**src/hw/rtl/sd_card_spi_mode_responder_defines.svh**
```systemverilog
// Assertion macros for the SD card SPI-mode responder.
// Used by the top level only; needs clk and rst in scope.
`ifndef SD_CARD_SPI_MODE_RESPONDER_DEFINES_SVH
`define SD_CARD_SPI_MODE_RESPONDER_DEFINES_SVH

// Same-cycle implication, checked out of reset.
`define SDR_ASSERT_NOW(label, ante, cons, msg) \
  label: assert property (@(posedge clk) disable iff (rst) (ante) |-> (cons)) else $error(msg);

// Next-cycle implication, checked out of reset.
`define SDR_ASSERT_NEXT(label, ante, cons, msg) \
  label: assert property (@(posedge clk) disable iff (rst) (ante) |=> (cons)) else $error(msg);

`endif

```
**src/hw/rtl/sdr_pkg.sv**
```systemverilog
// Shared types and constants for the SD card SPI-mode responder.
// No dependencies; imported by every module of the block.
`default_nettype none
package sdr_pkg;
  localparam int STORE_BYTES = 4194304;
  localparam int STORE_AW    = $clog2(STORE_BYTES);
  localparam int QUEUE_DEPTH = 1024;
  localparam int QUEUE_AW    = $clog2(QUEUE_DEPTH);
  localparam int COUNT_W     = QUEUE_AW + 1;
  localparam int BLOCK_AW    = 9;
  localparam int ADDR_W      = 22;

  localparam logic [7:0] START_MASK    = 8'hc0;
  localparam logic [7:0] START_CODE    = 8'h40;
  localparam logic [7:0] R1_IDLE       = 8'h01;
  localparam logic [7:0] R1_READY      = 8'h00;
  localparam logic [7:0] R1_ILLEGAL    = 8'h04;
  localparam logic [7:0] R1_OP_PENDING = 8'h05;
  localparam logic [7:0] DATA_ACCEPTED = 8'h05;
  localparam logic [7:0] CHECK_PATTERN = 8'haa;
  localparam logic [7:0] OCR_HIGH      = 8'h40;
  localparam logic [7:0] DATA_TOKEN    = 8'hfe;
  localparam logic [7:0] IDLE_BYTE     = 8'hff;
  localparam logic [7:0] VOLTAGE_OK    = 8'h01;

  localparam logic [5:0] CMD_GO_IDLE      = 6'd0;
  localparam logic [5:0] CMD_SEND_IF_COND = 6'd8;
  localparam logic [5:0] CMD_SET_BLOCKLEN = 6'd16;
  localparam logic [5:0] CMD_READ_SINGLE  = 6'd17;
  localparam logic [5:0] CMD_WRITE_SINGLE = 6'd24;
  localparam logic [5:0] CMD_SD_OP_COND   = 6'd41;
  localparam logic [5:0] CMD_APP_CMD      = 6'd55;
  localparam logic [5:0] CMD_READ_OCR     = 6'd58;

  localparam logic [1:0] WP_IDLE  = 2'd0;
  localparam logic [1:0] WP_TOKEN = 2'd1;
  localparam logic [1:0] WP_DATA  = 2'd2;

  // Read burst: three header bytes, the block, two CRC bytes.
  localparam logic [9:0] BLK_FIRST_DATA = 10'd3;
  localparam logic [9:0] BLK_LAST_DATA  = 10'd514;
  localparam logic [9:0] BLK_LAST       = 10'd516;
  localparam logic [9:0] WR_BLOCK_END   = 10'd512;
  localparam logic [9:0] WR_LAST        = 10'd513;

  typedef struct packed {
    logic              preload;
    logic              chip_select_n;
    logic              serial_clock;
    logic              data_in;
    logic [ADDR_W-1:0] load_address;
    logic [7:0]        load_data;
  } item_t;

  typedef struct packed {
    logic  valid;
    item_t item;
  } front_out_t;
endpackage
`default_nettype wire

```
**src/hw/rtl/sdr_front.sv**
```systemverilog
// Front end: two-entry transaction queue that accepts and tags items.
// Depends on sdr_pkg.
`default_nettype none
module sdr_front (
  input  logic                     clk,
  input  logic                     rst,
  input  logic                     push,
  output logic                     full,
  input  logic                     cmd,
  input  logic                     chip_select_n,
  input  logic                     serial_clock,
  input  logic                     data_in,
  input  logic [21:0]              load_address,
  input  logic [7:0]               load_data,
  input  logic                     deq,
  output sdr_pkg::front_out_t      fo
);
  import sdr_pkg::*;

  item_t      slot [2];
  logic       wr_ptr;
  logic       rd_ptr;
  logic [1:0] fill;
  logic       take;
  logic       give;

  assign full = (fill == 2'd2);
  assign take = push && !full;
  assign give = deq && (fill != 2'd0);
  assign fo.valid = (fill != 2'd0);
  assign fo.item  = slot[rd_ptr];

  always_ff @(posedge clk) begin
    if (take) begin
      slot[wr_ptr] <= '{preload: cmd, chip_select_n: chip_select_n,
                        serial_clock: serial_clock, data_in: data_in,
                        load_address: load_address, load_data: load_data};
    end
  end

  always_ff @(posedge clk) begin
    if (rst) begin
      wr_ptr <= 1'b0;
      rd_ptr <= 1'b0;
      fill   <= 2'd0;
    end else begin
      if (take) wr_ptr <= ~wr_ptr;
      if (give) rd_ptr <= ~rd_ptr;
      fill <= fill + 2'(take) - 2'(give);
    end
  end
endmodule
`default_nettype wire

```
**config.mk**
```make
export PLATFORM = sky130hd
export DESIGN_NAME = sdr_front
export DESIGN_NICKNAME = d
export VERILOG_FILES = /design/src/hw/rtl/sd_card_spi_mode_responder_defines.svh /design/src/hw/rtl/sdr_pkg.sv /design/src/hw/rtl/sdr_front.sv
export SDC_FILE = /design/constraint.sdc
export NUM_CORES = 1
export LEC_CHECK = 0
export ABC_CLOCK_PERIOD_IN_PS = 2100
export BUFFER_PORTS_ARGS = -buffer_cell sky130_fd_sc_hd__buf_4
export CORE_MARGIN = 1
export CORE_UTILIZATION = 51
export CTS_CLUSTER_SIZE = 24
export DETAILED_ROUTE_END_ITERATION = 6
export HOLD_SLACK_MARGIN = 0.12
export PLACE_DENSITY = 0.78
export SYNTH_ARGS = -nofsm -noshare
export SYNTH_HDL_FRONTEND = slang
export SYNTH_SLANG_ARGS = --single-unit
```
**constraint.sdc**
```tcl
create_clock -name clk -period 2.1 [get_ports clk]
set_input_delay 0.42 -clock clk [delete_from_list [all_inputs] [get_ports clk]]
set_output_delay 0.42 -clock clk [all_outputs]
set_load 0.02 [all_outputs]
```
==> results.yml, run 1 <==
pwr:
  swShare_pct: 28.4
  ir_drop_uv: 748
  clock_power_share_pct: 23.9
  switchingPower_w: 0.00117
  pwr_density_cell_mw_per_mm2: 1170
  p_leak_nw: 1.35
  p_comb_share_pct: 30.8
  pwr-share-seq_pct: 45.3
  p_int_w: 0.00294
flow_run:
  maxCapViolations: 0
routing:
  drtAntennaViolNets: 0
  met3_length_um: 231
  vias: 1419
  viasPerCell: 4.88
  dr.pass1.iters: 4
  routed.top_layer: "met4"
  totalWireLength_mm: 4.46
  routedWlPerCell_um: 15.3
  dr_wl_met2_mm: 2.43
  drc: 0
  first_iter_violations: 50
  wl_met1_mm: 1.67
setup_path:
  path_cells: "buf_4 > mux2_2 > buf_4"
  r2r_slack_ps: 490
  worstPathRequired_ps: 1680
  cp-end-kind: "primary output"
  worstSetupPathType: "flop to primary output"
  cp-endpoint: "fo[0]"
  startpoint_type: "flop"
  cpMaxStageDelayCell: "mux2_2"
  cpMostUsedCell: "buf_4"
  worstPathMaxFanout: 22
  timing.rr.end: "slot[0][9]"
  cp.arrival_ps: 1500
  r2r_cells: 5
  r2r_start: "fill[0]"
  critical_path.max_stage_delay_ps: 400
grt:
  grt_pass1_vias: 1434
  track_usage_pct: 17.4
  grt_max_degree: 23
  antenna_found_initial: 0
  grt_pass1_wl_mm: 6.57
  grt_overflow: 0
floorplan:
  die_area_mm2: 0.00555
  fp-row-count: 26
  die_y_um: 74.5
  ios: 74
  start_util_pct: 52.8
  coreArea_mm2: 0.00507
  die_x_um: 74.5
final_layout:
  finalInstanceArea_mm2: 0.00352
  syn_to_final_growth_pct: 31.4
  final_nets: 257
  fin_cells: 291
  n_antenna_cell: 0
  layout_common_cells: "buf_4 (77), edfxtp_1 (68), mux2_2 (34)"
  layout_commonest_cell: "buf_4"
  drive_gt1_share_pct: 57.9
logic_synthesis:
  synth_seq_cells: 73
  syn_nets: 172
  yosysWarnings: 0
  syn_inst: 132
  synthesis.area_mm2: 0.00268
  syn_avg_cell_area_um2: 20.3
  synth.distinct_cells: 19
  synth.yosys.seq_area_share_pct: 80.0
cts:
  cts_max_level: 3
  cts_hold_buf: 0
  cts.sinks: 73
  cts_buffers: 9
  cts_setup_buffers: 0
  cts_tree: "built"
  clk_latency_ps: 330
  clkSlewWorstSetupHoldPaths_ps: 70
  clockBufferDepth: 2
  cts_resized: 0
  clock_tree.root_cell: "clkbuf_8"
placement:
  place.gp.congestion: 0.670
  place_inst: 276
  io_buffers: 73
  hpwl_mm: 3.14
  post_dp_cell_area_mm2: 0.00334
sta:
  min_period_ps: 1920
  rsz0062_at_grt: "false"
  fmax_mhz: 520
  final.setup_skew_ps: 4.33
  hold_viol: 0
  finalMaxSlewViolations: 0
  setup_viol: 0
  worstMarginPinSlew_ps: 348
  period_share_pct: 91.6
  setup_tns_ps: 0
  slew_headroom_pct: 76.8
min_path:
  min_path_type: "primary input to flop"
  holdPathStages: 1
outcome:
  outcome: "finished clean"
metrics by stage:
stage               setup WS, ps  utilization [%]  hold WS, ps  power, W
floorplan                    159                -          451   0.00266
global placement             506             65.9          475   0.00312
detailed placement           406             65.9          497   0.00317
CTS                          159             69.4          254   0.00415
global route                84.9             69.4          247   0.00430
finish                       177             69.4          272   0.00411
area by class of cell:
| type | count | area, um^2 |
|---|---|---|
| multi-input combinational | 51 | 502 |
| inverter | 4 | 15.0 |
| tap | 70 | 87.6 |
| fill | 371 | 1560 |
| sequential | 73 | 2140 |
| timing repair buffer | 78 | 598 |
| clock inverter | 5 | 47.5 |
| clock buffer | 10 | 128 |
synthesized netlist by cell type:
| master | number | share of area, % |
|---|---|---|
| a21oi_1 | 1 | 0.19 |
| and3_2 | 1 | 0.28 |
| buf_2 | 4 | 0.75 |
| dfxtp_1 | 5 | 3.7 |
| edfxtp_1 | 68 | 76 |
| ha_1 | 2 | 0.93 |
| inv_1 | 3 | 0.42 |
| inv_2 | 1 | 0.14 |
| mux2_2 | 34 | 14 |
| nand2_1 | 1 | 0.14 |
| nand2b_2 | 1 | 0.33 |
| nor2_1 | 3 | 0.42 |
| nor2b_1 | 1 | 0.23 |
| o21a_1 | 1 | 0.28 |
| o21ai_0 | 1 | 0.19 |
| or2_2 | 1 | 0.23 |
| or3_1 | 1 | 0.23 |
| xnor2_1 | 2 | 0.65 |
| xor2_1 | 1 | 0.33 |
worst min path at each step:
| stage | from | to | slack [ps] |
|---|---|---|---|
| 5_1_grt | load_address[9] | slot[0][17] | 250 |
| 6_report | load_address[14] | slot[0][22] | 270 |
| 2_1_floorplan | wr_ptr | wr_ptr | 450 |
| 3_5_place_dp | wr_ptr | wr_ptr | 500 |
| 3_3_place_gp | wr_ptr | wr_ptr | 470 |
| 4_1_cts | chip_select_n | slot[1][32] | 250 |
per-layer routing:
layer	up-vias	GRT usage, %
li1	675	-
met1	683	18.2
met2	48	29.5
met3	13	5.69
met4	0	12.6
met5	-	0
critical path, delay by kind of cell (launching register included):
family | cells | cell delay, ps
buffers and inverters | 2 | 440
flip-flops | 1 | 330
multiplexers | 1 | 400
flip-flops by register name, indices dropped and copies added, names as in the netlist, named ones only:
signal  cells
fill        2
rd_ptr      1
wr_ptr      1
slot       68
power by group through the flow:
| stage | clock network, W | logic [W] | registers [W] |
|---|---|---|---|
| 2_1_floorplan | 0 | 0.000783 | 0.00188 |
| 3_3_place_gp | 0 | 0.00124 | 0.00188 |
| 3_5_place_dp | 0 | 0.00128 | 0.00189 |
| 4_1_cts | 0.00101 | 0.00128 | 0.00186 |
| 5_1_grt | 0.00107 | 0.00135 | 0.00188 |
| 6_report | 0.000982 | 0.00126 | 0.00186 |
logic make-up (layout without fill, tap and decap cells):
| kind of cell | after synthesis | after routing | share of synthesized area (%) |
|---|---|---|---|
| buffers and inverters | 8 | 97 | 1.31 |
| flip-flops | 73 | 73 | 80.0 |
| multiplexers | 34 | 34 | 14.3 |
| AND/OR/NAND/NOR | 9 | 9 | 1.87 |
| XOR/XNOR | 3 | 3 | 0.981 |
| adder cells (fa/ha/maj) | 2 | 2 | 0.934 |
| AO/OA/AOI/OAI | 3 | 3 | 0.654 |
Note: power is estimated with default switching activity, not from simulation.
==> run 2, diff against run 1 <==
--- a/config.mk
+++ b/config.mk
@@ -6,13 +6,13 @@
 export NUM_CORES = 1
 export LEC_CHECK = 0
 export ABC_CLOCK_PERIOD_IN_PS = 2100
-export BUFFER_PORTS_ARGS = -buffer_cell sky130_fd_sc_hd__buf_4
 export CORE_MARGIN = 1
-export CORE_UTILIZATION = 51
+export CORE_UTILIZATION = 55
 export CTS_CLUSTER_SIZE = 24
 export DETAILED_ROUTE_END_ITERATION = 6
+export DONT_BUFFER_PORTS = 1
 export HOLD_SLACK_MARGIN = 0.12
-export PLACE_DENSITY = 0.78
+export PLACE_DENSITY = 0.7
 export SYNTH_ARGS = -nofsm -noshare
 export SYNTH_HDL_FRONTEND = slang
 export SYNTH_SLANG_ARGS = --single-unit
==> run 2 against run 1 <==
  * Clock skew grew 0.90 ps
  * Utilization shrank 6.8 points
  * Sequential power is essentially flat
  * Design area shrank 17%
  * Global-route usage shrank 0.73 points
  * Clock-buffer cell count grew 1
  * Die area shrank 7.1%
  * Critical endpoint is now fo[33]
  * Largest power group unchanged
  * Highest routed layer unchanged
==> results.yml, run 2 (same netlist as run 1, synthesis figures left out) <==
sta:
  slew_headroom_pct: 80.1
  min_period_ps: 1820
  setup_viol: 0
  period_share_pct: 86.6
  setup_tns_ps: 0
  hold_ws_ps: 153
  fmax_mhz: 550
  finalMaxSlewViolations: 0
  rsz0062_at_grt: "false"
  worstMarginPinSlew_ps: 298
  hold_viol: 0
  final.setup_skew_ps: 5.23
routing:
  first_iter_violations: 43
  dr.pass1.iters: 5
  viasPerCell: 5.61
  drc: 0
  drtAntennaViolNets: 0
  routedWlPerCell_um: 19.8
  totalWireLength_mm: 4.01
  vias: 1133
floorplan:
  die_y_um: 71.8
  start_util_pct: 57.1
  die_area_mm2: 0.00515
  fp-row-count: 25
  coreArea_mm2: 0.00469
  ios: 74
  die_x_um: 71.8
setup_path:
  cp-end-kind: "primary output"
  cp.arrival_ps: 1400
  worstPathRequired_ps: 1680
  worstPathMaxFanout: 23
  r2r_slack_ps: 410
  worstSetupPathType: "flop to primary output"
  startpoint_type: "flop"
cts:
  cts_setup_buffers: 0
  cts_hold_buf: 0
  cts_tree: "built"
  clock_tree.root_cell: "clkbuf_8"
  clockBufferDepth: 2
  clkSlewWorstSetupHoldPaths_ps: 70
  cts_buffers: 9
  cts.sinks: 73
  cts_max_level: 3
  clk_latency_ps: 330
  cts_resized: 0
final_layout:
  multi_input_area_um2: 502
  syn_to_final_growth_pct: 9.58
  ff_latch_area_mm2: 0.00214
  fin_cells: 202
  drive_gt1_share_pct: 36.5
  final_nets: 183
  finalInstanceArea_mm2: 0.00294
  top_register: "slot"
  layout_commonest_cell: "edfxtp_1"
  nFillCells: 339
  n_antenna_cell: 0
  largestRegisters: "slot: 68 flops, fill: 2 flops"
  largest_reg_flops: 68
  layout_common_cells: "edfxtp_1 (68), mux2_2 (34), clkbuf_8 (9)"
grt:
  met3_usage_pct: 7.03
  track_usage_pct: 16.7
  grt_pass1_wl_mm: 5.95
  use_met1_pct: 16.2
  grtUsageMet2_pct: 28.6
  top_usage_layer: "met2"
  grt_max_degree: 32
  grt_overflow: 0
  antenna_found_initial: 0
  grt_pass1_vias: 1245
placement:
  io_buffers: 0
  place_inst: 186
  hpwl_mm: 2.66
  post_dp_cell_area_mm2: 0.00278
  place.gp.congestion: 0.645
pwr:
  p_leak_nw: 0.993
  power_w: 0.00364
  pwr_density_cell_mw_per_mm2: 1240
  ir_drop_uv: 821
flow_run:
  maxCapViolations: 0
outcome:
  outcome: "finished clean"
min_path:
  min_path_type: "primary input to flop"
## run 2: cell types whose count changed in the layout (fill, tap and decap cells not counted), sizes merged
| cell | before | now |
|---|---|---|
| buf | 78 | 4 |
| clkbuf | 10 | 11 |
| clkinv | 4 | 5 |
| bufinv | 1 | 0 |
## run 2: area by class of cell
type                       count  share of cell area [%]
inverter                       4                   0.512
clock buffer                  11                    4.48
multi-input combinational     51                    17.1
clock inverter                 5                   0.767
timing repair buffer           4                    1.88
sequential                    73                    73.0
tap                           54                    2.30
## run 2: report_power, final
part / internal (W) / total, W / switching (W)
combinational: 0.000327 / 0.000913 / 0.000586
clock: 0.000415 / 0.000860 / 0.000446
sequential: 0.00181 / 0.00186 / 0.0000543
## run 2: per-layer routing
metal | wire length [um] | up-vias
met5 | 0 | -
met1 | 1470 | 554
met3 | 317 | 9
li1 | - | 527
met2 | 2150 | 43
met4 | 68 | 0
## run 2: per-stage QoR
stage | utilization, % | worst slack, ps
floorplan | - | 159
global placement | 59.3 | 499
detailed placement | 59.3 | 419
CTS | 62.6 | 249
global route | 62.6 | 212
finish | 62.6 | 282
## run 2: worst paths after layout
kind            from          end  cells past startpoint
max             flop       fo[33]                      2
min              rst      fill[0]                      1
max reg2reg  fill[0]  slot[0][15]                      5
min reg2reg   wr_ptr       wr_ptr                      2
## run 2: critical path, cell delays in order, from the launching register on
cell	delay [ps]
dfxtp_1	320
buf_4	300
mux2_2	440
